## src/plct_pkg.sv

```systemverilog
`timescale 1ns / 1ps
`default_nettype none

package plct_pkg;

    // table size and derived widths
    localparam int TABLE_ENTRIES = 64;
    localparam int IDX_W         = $clog2(TABLE_ENTRIES);
    localparam int CNT_W         = IDX_W + 1;

    // field widths
    localparam int CMD_W    = 2;
    localparam int ADDR_W   = 32;
    localparam int AMOUNT_W = 8;
    localparam int STATUS_W = 2;
    localparam int COUNT_W  = 16;
    localparam int FREED_W  = 7;
    localparam int IDLE_W   = 16;
    localparam int CFG_W    = 16;

    // reset values of the configuration registers
    localparam logic [CFG_W-1:0] CONNECT_LIMIT_RST = 16'd100;
    localparam logic [CFG_W-1:0] IDLE_LIMIT_RST    = 16'd300;

    // register indexes
    localparam logic REG_CONNECT_LIMIT = 1'b0;
    localparam logic REG_IDLE_LIMIT    = 1'b1;

    // command codes
    localparam logic [CMD_W-1:0] CMD_OPEN  = 2'd0;
    localparam logic [CMD_W-1:0] CMD_CLOSE = 2'd1;
    localparam logic [CMD_W-1:0] CMD_TICK  = 2'd2;

    // status codes
    localparam logic [STATUS_W-1:0] STAT_DONE    = 2'd0;
    localparam logic [STATUS_W-1:0] STAT_REFUSED = 2'd1;
    localparam logic [STATUS_W-1:0] STAT_FULL    = 2'd2;

    // saturation values
    localparam logic [COUNT_W-1:0] COUNT_MAX = {COUNT_W{1'b1}};
    localparam logic [IDLE_W-1:0]  IDLE_MAX  = {IDLE_W{1'b1}};
    localparam logic [FREED_W-1:0] FREED_MAX = {FREED_W{1'b1}};

    // one table entry as stored in memory
    typedef struct packed {
        logic [ADDR_W-1:0]  addr;
        logic [COUNT_W-1:0] count;
        logic [IDLE_W-1:0]  idle;
    } entry_t;

    // request into the table engine
    typedef struct packed {
        logic [CMD_W-1:0]    cmd;
        logic [ADDR_W-1:0]   addr;
        logic [AMOUNT_W-1:0] amount;
    } req_t;

    // result out of the table engine
    typedef struct packed {
        logic [STATUS_W-1:0] status;
        logic [COUNT_W-1:0]  count_now;
        logic [FREED_W-1:0]  freed;
    } res_t;

    // configuration registers
    typedef struct packed {
        logic [CFG_W-1:0] connect_limit;
        logic [CFG_W-1:0] idle_limit;
    } cfg_t;

endpackage

`default_nettype wire

```

## src/plct_ram.sv

```systemverilog
`timescale 1ns / 1ps
`default_nettype none

module plct_ram #(
    parameter int WIDTH = 8,
    parameter int DEPTH = 16
) (
    input  wire logic                     clk,
    input  wire logic                     we,
    input  wire logic [$clog2(DEPTH)-1:0] waddr,
    input  wire logic [WIDTH-1:0]         wdata,
    input  wire logic                     re,
    input  wire logic [$clog2(DEPTH)-1:0] raddr,
    output logic      [WIDTH-1:0]         rdata
);

    logic [WIDTH-1:0] mem [DEPTH];
    logic [WIDTH-1:0] rdata_reg;

    // single write port, registered read that holds between reads
    always_ff @(posedge clk)
    begin
        if (we)
        begin
            mem[waddr] <= wdata;
        end
        if (re)
        begin
            rdata_reg <= mem[raddr];
        end
    end

    assign rdata = rdata_reg;

endmodule

`default_nettype wire

```

## src/plct_engine.sv

```systemverilog
`timescale 1ns / 1ps
`default_nettype none

module plct_engine
    import plct_pkg::*;
(
    input  wire logic clk,
    input  wire logic rst_n,
    input  wire cfg_t cfg,
    input  wire logic req_valid,
    output logic      req_ready,
    input  wire req_t req,
    output logic      res_valid,
    input  wire logic res_ready,
    output res_t      res
);

    localparam logic [1:0] ST_IDLE  = 2'd0;
    localparam logic [1:0] ST_SCAN  = 2'd1;
    localparam logic [1:0] ST_APPLY = 2'd2;
    localparam logic [1:0] ST_DONE  = 2'd3;

    logic [1:0]               state_reg, state_next;
    req_t                     req_reg, req_next;
    logic [CNT_W-1:0]         rd_cnt_reg, rd_cnt_next;
    logic                     ev_vld_reg, ev_vld_next;
    logic [IDX_W-1:0]         ev_idx_reg, ev_idx_next;
    logic                     hit_reg, hit_next;
    logic [IDX_W-1:0]         hit_idx_reg, hit_idx_next;
    logic                     free_vld_reg, free_vld_next;
    logic [IDX_W-1:0]         free_idx_reg, free_idx_next;
    logic [TABLE_ENTRIES-1:0] valid_reg, valid_next;
    logic [FREED_W-1:0]       freed_reg, freed_next;
    res_t                     res_reg, res_next;

    logic             ram_we;
    logic [IDX_W-1:0] ram_waddr;
    entry_t           ram_wdata;
    logic             ram_re;
    logic [IDX_W-1:0] ram_raddr;
    entry_t           ram_rdata;

    // entry store
    plct_ram #(
        .WIDTH ($bits(entry_t)),
        .DEPTH (TABLE_ENTRIES)
    ) u_ram (
        .clk   (clk),
        .we    (ram_we),
        .waddr (ram_waddr),
        .wdata (ram_wdata),
        .re    (ram_re),
        .raddr (ram_raddr),
        .rdata (ram_rdata)
    );

    assign req_ready = (state_reg == ST_IDLE);
    assign res_valid = (state_reg == ST_DONE);
    assign res       = res_reg;

    // sweep, read-modify-write and result sequencing
    always_comb
    begin
        entry_t              base;
        logic                ev_valid;
        logic                hit_now;
        logic [IDLE_W-1:0]   idle_inc;
        logic [COUNT_W:0]    sum;
        logic [COUNT_W-1:0]  new_count;
        logic [STATUS_W-1:0] status;

        state_next    = state_reg;
        req_next      = req_reg;
        rd_cnt_next   = rd_cnt_reg;
        ev_vld_next   = 1'b0;
        ev_idx_next   = ev_idx_reg;
        hit_next      = hit_reg;
        hit_idx_next  = hit_idx_reg;
        free_vld_next = free_vld_reg;
        free_idx_next = free_idx_reg;
        valid_next    = valid_reg;
        freed_next    = freed_reg;
        res_next      = res_reg;
        ram_we        = 1'b0;
        ram_waddr     = ev_idx_reg;
        ram_wdata     = ram_rdata;
        ram_re        = 1'b0;
        ram_raddr     = rd_cnt_reg[IDX_W-1:0];
        base          = ram_rdata;
        ev_valid      = valid_reg[ev_idx_reg];
        hit_now       = 1'b0;
        idle_inc      = (ram_rdata.idle == IDLE_MAX) ? IDLE_MAX : ram_rdata.idle + 1'b1;
        sum           = '0;
        new_count     = '0;
        status        = STAT_DONE;

        case (state_reg)
            ST_IDLE:
            begin
                if (req_valid)
                begin
                    req_next      = req;
                    rd_cnt_next   = '0;
                    hit_next      = 1'b0;
                    free_vld_next = 1'b0;
                    freed_next    = '0;
                    if (req.cmd inside {CMD_OPEN, CMD_CLOSE, CMD_TICK})
                    begin
                        state_next = ST_SCAN;
                    end
                    else
                    begin
                        res_next   = '{status: STAT_DONE, count_now: '0, freed: '0};
                        state_next = ST_DONE;
                    end
                end
            end

            ST_SCAN:
            begin
                // look at the entry read in the previous cycle
                if (ev_vld_reg)
                begin
                    if (req_reg.cmd == CMD_TICK)
                    begin
                        if (ev_valid)
                        begin
                            if (ram_rdata.count == '0 && idle_inc > cfg.idle_limit)
                            begin
                                valid_next[ev_idx_reg] = 1'b0;
                                if (freed_reg != FREED_MAX)
                                begin
                                    freed_next = freed_reg + 1'b1;
                                end
                            end
                            else
                            begin
                                ram_we         = 1'b1;
                                ram_waddr      = ev_idx_reg;
                                ram_wdata      = ram_rdata;
                                ram_wdata.idle = idle_inc;
                            end
                        end
                    end
                    else
                    begin
                        if (ev_valid && ram_rdata.addr == req_reg.addr)
                        begin
                            hit_now      = 1'b1;
                            hit_next     = 1'b1;
                            hit_idx_next = ev_idx_reg;
                        end
                        else if (!ev_valid && !free_vld_reg)
                        begin
                            free_vld_next = 1'b1;
                            free_idx_next = ev_idx_reg;
                        end
                    end
                end

                // issue the next read unless the table is exhausted or the lookup has hit
                if (rd_cnt_reg != CNT_W'(TABLE_ENTRIES) && !hit_now && !hit_reg)
                begin
                    ram_re      = 1'b1;
                    ram_raddr   = rd_cnt_reg[IDX_W-1:0];
                    rd_cnt_next = rd_cnt_reg + 1'b1;
                    ev_vld_next = 1'b1;
                    ev_idx_next = rd_cnt_reg[IDX_W-1:0];
                end

                // sweep drained
                if (!ev_vld_reg && (hit_reg || rd_cnt_reg == CNT_W'(TABLE_ENTRIES)))
                begin
                    if (req_reg.cmd == CMD_TICK)
                    begin
                        res_next   = '{status: STAT_DONE, count_now: '0, freed: freed_reg};
                        state_next = ST_DONE;
                    end
                    else
                    begin
                        state_next = ST_APPLY;
                    end
                end
            end

            ST_APPLY:
            begin
                if (!hit_reg && !free_vld_reg)
                begin
                    res_next = '{status: STAT_FULL, count_now: '0, freed: '0};
                end
                else
                begin
                    // hit keeps the read data, a fresh entry starts empty
                    if (!hit_reg)
                    begin
                        base       = '{addr: req_reg.addr, count: '0, idle: '0};
                        valid_next[free_idx_reg] = 1'b1;
                    end
                    new_count = base.count;
                    if (req_reg.cmd == CMD_OPEN)
                    begin
                        if (base.count >= cfg.connect_limit)
                        begin
                            status = STAT_REFUSED;
                        end
                        else
                        begin
                            sum       = {1'b0, base.count} + (COUNT_W+1)'(req_reg.amount);
                            new_count = sum[COUNT_W] ? COUNT_MAX : sum[COUNT_W-1:0];
                        end
                    end
                    else
                    begin
                        base.idle = '0;
                        if (base.count >= COUNT_W'(req_reg.amount))
                        begin
                            new_count = base.count - COUNT_W'(req_reg.amount);
                        end
                    end
                    ram_we          = 1'b1;
                    ram_waddr       = hit_reg ? hit_idx_reg : free_idx_reg;
                    ram_wdata       = base;
                    ram_wdata.count = new_count;
                    res_next        = '{status: status, count_now: new_count, freed: '0};
                end
                state_next = ST_DONE;
            end

            ST_DONE:
            begin
                if (res_ready)
                begin
                    state_next = ST_IDLE;
                end
            end

            default:
            begin
                state_next = ST_IDLE;
            end
        endcase
    end

    // control state
    always_ff @(posedge clk or negedge rst_n)
    begin
        if (!rst_n)
        begin
            state_reg  <= ST_IDLE;
            valid_reg  <= '0;
            ev_vld_reg <= 1'b0;
        end
        else
        begin
            state_reg  <= state_next;
            valid_reg  <= valid_next;
            ev_vld_reg <= ev_vld_next;
        end
    end

    // working registers
    always_ff @(posedge clk)
    begin
        req_reg      <= req_next;
        rd_cnt_reg   <= rd_cnt_next;
        ev_idx_reg   <= ev_idx_next;
        hit_reg      <= hit_next;
        hit_idx_reg  <= hit_idx_next;
        free_vld_reg <= free_vld_next;
        free_idx_reg <= free_idx_next;
        freed_reg    <= freed_next;
        res_reg      <= res_next;
    end

endmodule

`default_nettype wire

```

## src/per_source_connection_limit_table.sv

```systemverilog
`timescale 1ns / 1ps
`default_nettype none

// channel   dir  handshake          payload
// s_*       in   s_tvalid/s_tready  tuser: cmd; tdata: source_addr, amount
// m_*       out  m_tvalid/m_tready  tuser: status; tdata: count_now, freed_entries
// cfg_*     in   cfg_we             cfg_index selects register, cfg_data value
//
// one request at a time; each open, close or tick sweeps the entry memory
// through its single read port, one entry a cycle; an open or close stops
// early on a hit, and an unused command skips the sweep
// reset clears the per-entry valid flags at once, so no clearing pass follows
// a finished result waits in the output register while the next request is
// taken; a stalled output holds the engine once its next result is ready

module per_source_connection_limit_table
    import plct_pkg::*;
(
    input  wire logic             clk,
    input  wire logic             rst_n,
    input  wire logic             s_tvalid,
    output logic                  s_tready,
    input  wire logic [39:0]      s_tdata,   // source_addr[31:0], amount[39:32]
    input  wire logic [CMD_W-1:0] s_tuser,   // cmd[1:0]
    output logic                  m_tvalid,
    input  wire logic             m_tready,
    output logic [23:0]           m_tdata,   // count_now[15:0], freed_entries[22:16], pad
    output logic [STATUS_W-1:0]   m_tuser,   // status[1:0]
    input  wire logic             cfg_we,
    input  wire logic             cfg_index,
    input  wire logic [CFG_W-1:0] cfg_data
);

    cfg_t cfg_reg, cfg_next;
    req_t req;
    res_t res;
    logic res_valid;
    logic res_ready;
    logic m_tvalid_reg, m_tvalid_next;
    res_t m_res_reg, m_res_next;

    // configuration write port
    always_comb
    begin
        cfg_next = cfg_reg;
        if (cfg_we)
        begin
            case (cfg_index)
                REG_CONNECT_LIMIT: cfg_next.connect_limit = cfg_data;
                REG_IDLE_LIMIT:    cfg_next.idle_limit    = cfg_data;
                default:           cfg_next = cfg_reg;
            endcase
        end
    end

    // unpack the incoming request
    assign req = '{cmd: s_tuser, addr: s_tdata[31:0], amount: s_tdata[39:32]};

    plct_engine u_engine (
        .clk       (clk),
        .rst_n     (rst_n),
        .cfg       (cfg_reg),
        .req_valid (s_tvalid),
        .req_ready (s_tready),
        .req       (req),
        .res_valid (res_valid),
        .res_ready (res_ready),
        .res       (res)
    );

    // output register
    assign res_ready = !m_tvalid_reg || m_tready;

    always_comb
    begin
        m_tvalid_next = m_tvalid_reg;
        m_res_next    = m_res_reg;
        if (m_tvalid_reg && m_tready)
        begin
            m_tvalid_next = 1'b0;
        end
        if (res_valid && res_ready)
        begin
            m_tvalid_next = 1'b1;
            m_res_next    = res;
        end
    end

    always_ff @(posedge clk or negedge rst_n)
    begin
        if (!rst_n)
        begin
            cfg_reg      <= '{connect_limit: CONNECT_LIMIT_RST, idle_limit: IDLE_LIMIT_RST};
            m_tvalid_reg <= 1'b0;
        end
        else
        begin
            cfg_reg      <= cfg_next;
            m_tvalid_reg <= m_tvalid_next;
        end
    end

    always_ff @(posedge clk)
    begin
        m_res_reg <= m_res_next;
    end

    assign m_tvalid = m_tvalid_reg;
    assign m_tuser  = m_res_reg.status;
    assign m_tdata  = {1'b0, m_res_reg.freed, m_res_reg.count_now};

`ifndef SYNTHESIS
    // one request at a time
    a_one_in_flight: assert property (@(posedge clk) disable iff (!rst_n)
        (s_tvalid && s_tready) |=> !s_tready)
        else $error("request taken while another is in progress");

    // only a tick reports freed entries, and it carries no count
    a_freed_only_done: assert property (@(posedge clk) disable iff (!rst_n)
        (m_tvalid && m_tdata[22:16] != '0) |-> (m_tuser == STAT_DONE && m_tdata[15:0] == '0))
        else $error("freed entries reported with a count or bad status");

    // a full table reports no count
    a_full_no_count: assert property (@(posedge clk) disable iff (!rst_n)
        (m_tvalid && m_tuser == STAT_FULL) |-> (m_tdata[15:0] == '0 && m_tdata[22:16] == '0))
        else $error("table full result carries data");

    // a connect limit register write lands
    a_cfg_write: assert property (@(posedge clk) disable iff (!rst_n)
        (cfg_we && cfg_index == REG_CONNECT_LIMIT) |=> (cfg_reg.connect_limit == $past(cfg_data)))
        else $error("connect limit write lost");
`endif

endmodule

`default_nettype wire

```

## config.mk

```make
export PLATFORM = sky130hd
export DESIGN_NAME = per_source_connection_limit_table
export DESIGN_NICKNAME = d
export VERILOG_FILES = /design/src/plct_pkg.sv /design/src/plct_ram.sv /design/src/plct_engine.sv /design/src/per_source_connection_limit_table.sv
export SDC_FILE = /design/constraint.sdc
export NUM_CORES = 2
export LEC_CHECK = 0
export BUFFER_PORTS_ARGS = -buffer_cell sky130_fd_sc_hd__buf_2
export CAP_MARGIN = 30
export CORE_MARGIN = 2
export CORE_UTILIZATION = 35
export CTS_BUF_LIST = sky130_fd_sc_hd__clkbuf_16
export DETAILED_ROUTE_END_ITERATION = 12
export HOLD_SLACK_MARGIN = 0.12
export PLACE_DENSITY = 0.58
export SLEW_MARGIN = 20
export SYNTH_ARGS = -nofsm -noshare
export SYNTH_HDL_FRONTEND = slang
export SYNTH_SLANG_ARGS = --single-unit
```

## constraint.sdc

```tcl
create_clock -name clk -period 14 [get_ports clk]
set_input_delay 0.7 -clock clk [delete_from_list [all_inputs] [get_ports clk]]
set_output_delay 0.7 -clock clk [all_outputs]
set_load 0.02 [all_outputs]
```

* Yosys cells after proc, flatten, opt, wreduce, memory -nomap -nowiden *
Memories as Yosys holds them, arrays and structs flattened. A register that Yosys moved wholly into a read port is not among the register bits.
Cells that the tools add are included.

word-level totals
  bits in writable memories = 4096
  bits in latches = 0
  register bits = 226
  memories kept = 1
  bits in read-only memories = 0
  logic and storage cells = 189

cells by class
  bitwise operators = 6
  reductions and logical operators = 41
  eq/ne operators = 27
  shift operators = 0
  $add $sub $neg = 5
  multiply operators = 0
  muxes and demuxes = 80
  $lt $le $gt $ge = 7
  divide/modulo/power cells = 0

memories
  name                depth  bits a word  rd ports  clocked after memory_dff  wr ports  line            source
  u_engine.u_ram.mem  64     64           1         1                         1         plct_ram.sv:17  logic [WIDTH-1:0] mem [DEPTH];

operators by type and width
  kind                                                             number
  64-bit two-way mux                                               10
  64-bit case mux with 2 select lines                              2
  16-bit two-way mux                                               10
  25-bit two-way mux                                               5
  25-bit case mux with 3 select lines                              1
  64-bit bitwise AND                                               1
  64-bit NOT                                                       1
  64-bit OR                                                        1
  7-bit two-way mux                                                7
  32-bit == test                                                   1
  1-bit two-way mux                                                28
  7-bit case mux with 2 select lines                               2
  2-bit by 1-bit != test with 1-bit output, second input constant  10
  6-bit two-way mux                                                3
  16-bit by 8-bit adder with 17-bit output                         1
  16-bit by 1-bit adder with 16-bit output, second input constant  1
  16-bit == test, second input constant                            1
  16-bit greater-or-equal comparator                               1
  16-bit by 8-bit greater-or-equal comparator with 1-bit output    1
  16-bit > comparator                                              1
  16-bit zero test                                                 1
  16-bit by 8-bit subtractor with 16-bit output                    1
  5-bit AND reduction                                              3
  7-bit by 1-bit adder with 7-bit output, second input constant    2
  other kinds (24)                                                 71

* Logic depth before layout (Yosys ltp) *
  depth in word-level cells = 12
  depth in mapped cells = 18
  gate-level depth less buffers = 16

* Cells and area by module *
Synthesis repeated with hierarchy kept, for this count alone.

unflattened totals
  cells, all modules = 8111
  area, all modules = 170907.7 um^2

by module, submodules not included
  module                             area each (um^2)  cells each  sequential area each (um^2)  times used
  plct_ram                           157528.6          6812        124919.8                     1
  plct_engine                        11239.5           1198        4709.5                       1
  per_source_connection_limit_table  2139.6            101         1585.3                       1

* Worst setup path after synthesis *
No wires, ideal clock.

  path kind = register to register
  start = reg u_engine.u_ram.rdata_reg[0], in the netlist u_engine.u_ram.rdata[0] (read register of u_engine.u_ram.mem)
  end = mem u_engine.u_ram.mem[37][0] in the netlist's numbering (enable)
  data required time = 13.435 ns
  arrival = 7.807 ns
  path buffers = 3
  setup time = 0.565 ns
  stages on the path, launching flop included = 18
  clock period less this slack = 8.372 ns
  slack = 5.628 ns
  cell sequence = edfxtp_1 -> ha_1 -> and4_1 -> nand2_1 -> or3_1 -> clkbuf_1 -> nand2_1 -> ha_1 -> a211oi_1 -> o21ai_0 -> a22o_1 -> o41a_1 -> nand2b_1 -> nor3_2 -> nor2_1 -> buf_2 -> buf_4 -> nor3_1

between the ends
  longest elaborated chain between the ends = 11

ends and longest elaborated chain
  item                                                                        line                source
  from (decl)                                                                 plct_ram.sv:18      logic [WIDTH-1:0] rdata_reg;
  16-bit by 1-bit adder with 16-bit output or 16-bit == test (tied branches)  plct_engine.sv:92   idle_inc = (ram_rdata.idle == IDLE_MAX) ? IDLE_MAX : ram_rdata.idle + 1'b1;
  16-bit two-way mux (*)                                                      plct_engine.sv:92
  16-bit > comparator (*)                                                     plct_engine.sv:128  if (ram_rdata.count == '0 && idle_inc > cfg.idle_limit)
  1-bit logical AND (*)                                                       plct_engine.sv:128
  1-bit two-way mux (*)                                                       plct_engine.sv:128
  1-bit two-way mux (*)                                                       plct_engine.sv:126  if (ev_valid)
  1-bit two-way mux (*)                                                       plct_engine.sv:124  if (req_reg.cmd == CMD_TICK)
  1-bit two-way mux (*)                                                       plct_engine.sv:122  if (ev_vld_reg)
  1-bit case mux with 2 select lines (*)                                      plct_engine.sv:97   case (state_reg)
  1-bit two-way mux (*)                                                       plct_ram.sv:23      if (we)
  1-bit two-way mux (implied by the code) (*)                                 plct_ram.sv:25      mem[waddr] <= wdata;
  to (decl)                                                                   plct_ram.sv:17

Every way passes the cells marked *; elsewhere a longest branch is shown, timed or not.

* Worst setup path in the final report *
  start = reg u_engine.u_ram.rdata_reg[0], in the netlist u_engine.u_ram.rdata[0] (read register of u_engine.u_ram.mem)
  end = mem u_engine.u_ram.mem[59][47] in the netlist's numbering (enable)

Same word-level chain as after synthesis.

==> metrics <==
die area 0.491 mm²; clock slew at reported path FFs 0.06 ns; ANT nets after route 0; Nets 7796; Area Growth Syn to Fin 14.5%; synth unique cells 75; Hold Crit Class in2reg; Clock Latency Late Sink 0.97 ns; Period Utilization, post-route 0.479; layout cells sized above 1 0.308; GRT overflow 0; Syn Nets 7293; Post-Syn Area 0.170 mm²; Vias 81505; Synth Flop Type edfxtp_1; flops & latches, synth 4386; Total GRT Usage 0.186; leak pwr 60.7 nW; multi-input logic area 0.0375 mm²; CORE AREA 0.483 mm²; Worst Path Max Fanout 38; Rows 255; CTS tree yes; Async SR Flop Fraction 0.0228; status completed; Routed WL 468000 µm; RSZ-0062 raised after global routing false; post-CTS resize count 0; wire length per cell 32.3 µm; dpl cells 13589; max-cap violations 0; DRC violations left 0; die height 701 µm; PwrDens 234 mW/mm²; Die Wd 701 µm; first-pass GRT wire length 650000 µm; Clock Sinks 4386; drt via density 5.63; CP required 14.55 ns; Post-synth EDFFs 4286; fin crit period 6.70 ns; VDD IR max 297 µV; clock buffer depth 4; clock buffer count from CTS 430; io pins 92; sequential share of the synthesized area 0.772; Pins Over Slew Limit 0; CTS root buffer clkbuf_16; initial DRC count 10671; vias in the first global route 80749; final hold vios 0; DPL Wire Length 276000 µm; GPL Wtd Cong 0.819; post-synthesis cell count 7171; Final setup viols 0; fmax 149 MHz; largest net degree at the start of global routing 128; CP startpoint kind flop; CP Capture Type flop; clock skew 0.0408 ns; Largest register FFs 4096; worst relative slew slack 0.288; CTS H-tree depth 5; Port Buffer Count 90; worst slew pin tran 1.07 ns; Ys Warns 0; CP arrival 7.25 ns; Avg Cell Area, Syn 23.7 µm²; Pre-antenna DRT Iters 6; initial antenna violation count 33; Sequential cell area 0.131 mm²; Setup CP Type reg2reg; Initial Utilization 0.352; non-filler cells, final 14488; # fillers 41940; Setup TNS 0 ns
==> routing by layer <==
metal  routed length [µm]  track usage  up-vias
met4                12300       0.0468        8
met3                36800       0.0292      609
li1                     -            -    32034
met5                   60            0        -
met2               224000        0.300     3787
met1               195000        0.267    45067
==> logic make-up after synthesis <==
family          after synthesis  synth area share
buf+inv                     448            0.0101
flops                      4386             0.772
simple gates                469            0.0135
compound gates              368            0.0155
other cells                   1         0.0000221
xor+xnor                     55           0.00283
mux                        1386             0.182
fa+ha+maj                    58           0.00436
==> path summary, 6_finish.rpt <==
kind	from	end	slack, ns	cells after the start
min in group asynchronous	rst_n	u_engine.valid_reg[34]	0.24	2
max	u_engine.u_ram.rdata[0]	u_engine.u_ram.mem[59][47]	7.30	18
max in group asynchronous	rst_n	cfg_reg[20]	12.48	3
min	cfg_we	cfg_reg[22]	0.21	4
min reg2reg	u_engine.res[16]	m_tdata[9]	0.42	0
max reg2reg	u_engine.u_ram.rdata[0]	u_engine.u_ram.mem[59][47]	7.30	18
==> Yosys cell counts, types with 21 or more instances <==
library cell | number | share of area
nand3_1 | 48 | 0.0014
a41oi_1 | 47 | 0.0024
nor2_1 | 111 | 0.0025
nand2_1 | 101 | 0.0022
nor3_1 | 65 | 0.0019
a21o_1 | 24 | 0.0011
buf_1 | 95 | 0.0021
inv_1 | 72 | 0.0016
ha_1 | 56 | 0.0041
mux2_2 | 22 | 0.0015
a21oi_1 | 84 | 0.0025
a22o_1 | 47 | 0.0024
dfrtp_1 | 93 | 0.014
edfxtp_1 | 4286 | 0.76
and2_1 | 28 | 0.0010
and3_1 | 21 | 0.00077
clkbuf_1 | 262 | 0.0058
mux4_2 | 1354 | 0.18
xor2_1 | 44 | 0.0023
o21ai_0 | 51 | 0.0015
==> where the power goes <==
part           switching [mW]  internal (mW)  total [mW]
combinational            10.4           5.14        15.6
clock                    4.96           6.21        11.2
sequential              0.270           18.4        18.7
==> stage by stage <==
step	worst slack (ns)	power [mW]	hold WS, ns	area, µm²	util
6_report	7.30	45.5	0.208	195000	0.403
5_1_grt	7.06	46.9	0.209	195000	0.403
3_3_place_gp	7.23	34.2	0.403	180000	0.372
4_1_cts	7.28	45.7	0.155	194000	0.402
2_1_floorplan	5.63	27.6	0.400	170000	-
3_5_place_dp	7.25	34.6	0.405	180000	0.373
==> critical path, stage by stage, from the launching register on <==
cell	delay, ns
edfxtp_1	0.43
ha_1	0.26
and4_1	0.31
nand2_1	0.15
or3_1	0.64
o21ai_0	0.24
ha_1	0.32
o21ai_0	0.25
o21ai_0	0.15
a22o_1	0.22
o41a_1	0.34
nand2b_1	0.21
nor3_4	0.14
buf_4	0.39
nor2_4	0.06
buf_4	0.37
nor3_2	0.26
buf_4	0.57
buf_4	0.86
==> what timing repair did <==
item | CTS | global route
hold buffers | 60 | 1
buffers inserted | 0 | 0
endpoints found under the hold margin | 111 | 1
==> layout make-up <==
type / instances / area share
sequential: 4386 / 0.674
multi-input combinational: 2337 / 0.193
clock buffer: 436 / 0.0561
tap: 6425 / 0.0413
timing repair buffer: 447 / 0.0199
clock inverter: 362 / 0.0139
inverter: 72 / 0.00139
antenna: 23 / 0.000296
==> placed cells by master (no fill, tap or decap), drive strengths merged, types with 7 or more instances in the layout <==
cell type and n:
and3 21, nand2b 17, or4 7, bufinv 30, nor3 66, nor4 16, xnor2 11, a211oi 7
o22ai 18, edfxtp 4286, clkinv 216, clkbuf 437, nand2 101, mux4 1354, nor2 111, nand4 9
diode 23, nor2b 19, a41oi 47, or3 7, a21o 24, dlygate4sd3 61, nand3 48, buf 385
dfstp 7, dfrtp 93, and2 28, o2bb2ai 16, a22o 47, a21oi 84, o211ai 9, ha 56
clkinvlp 15, o21ai 55, mux2 22, mux2i 10, inv 173, xor2 44
Note: power is estimated with default switching activity, not from simulation.
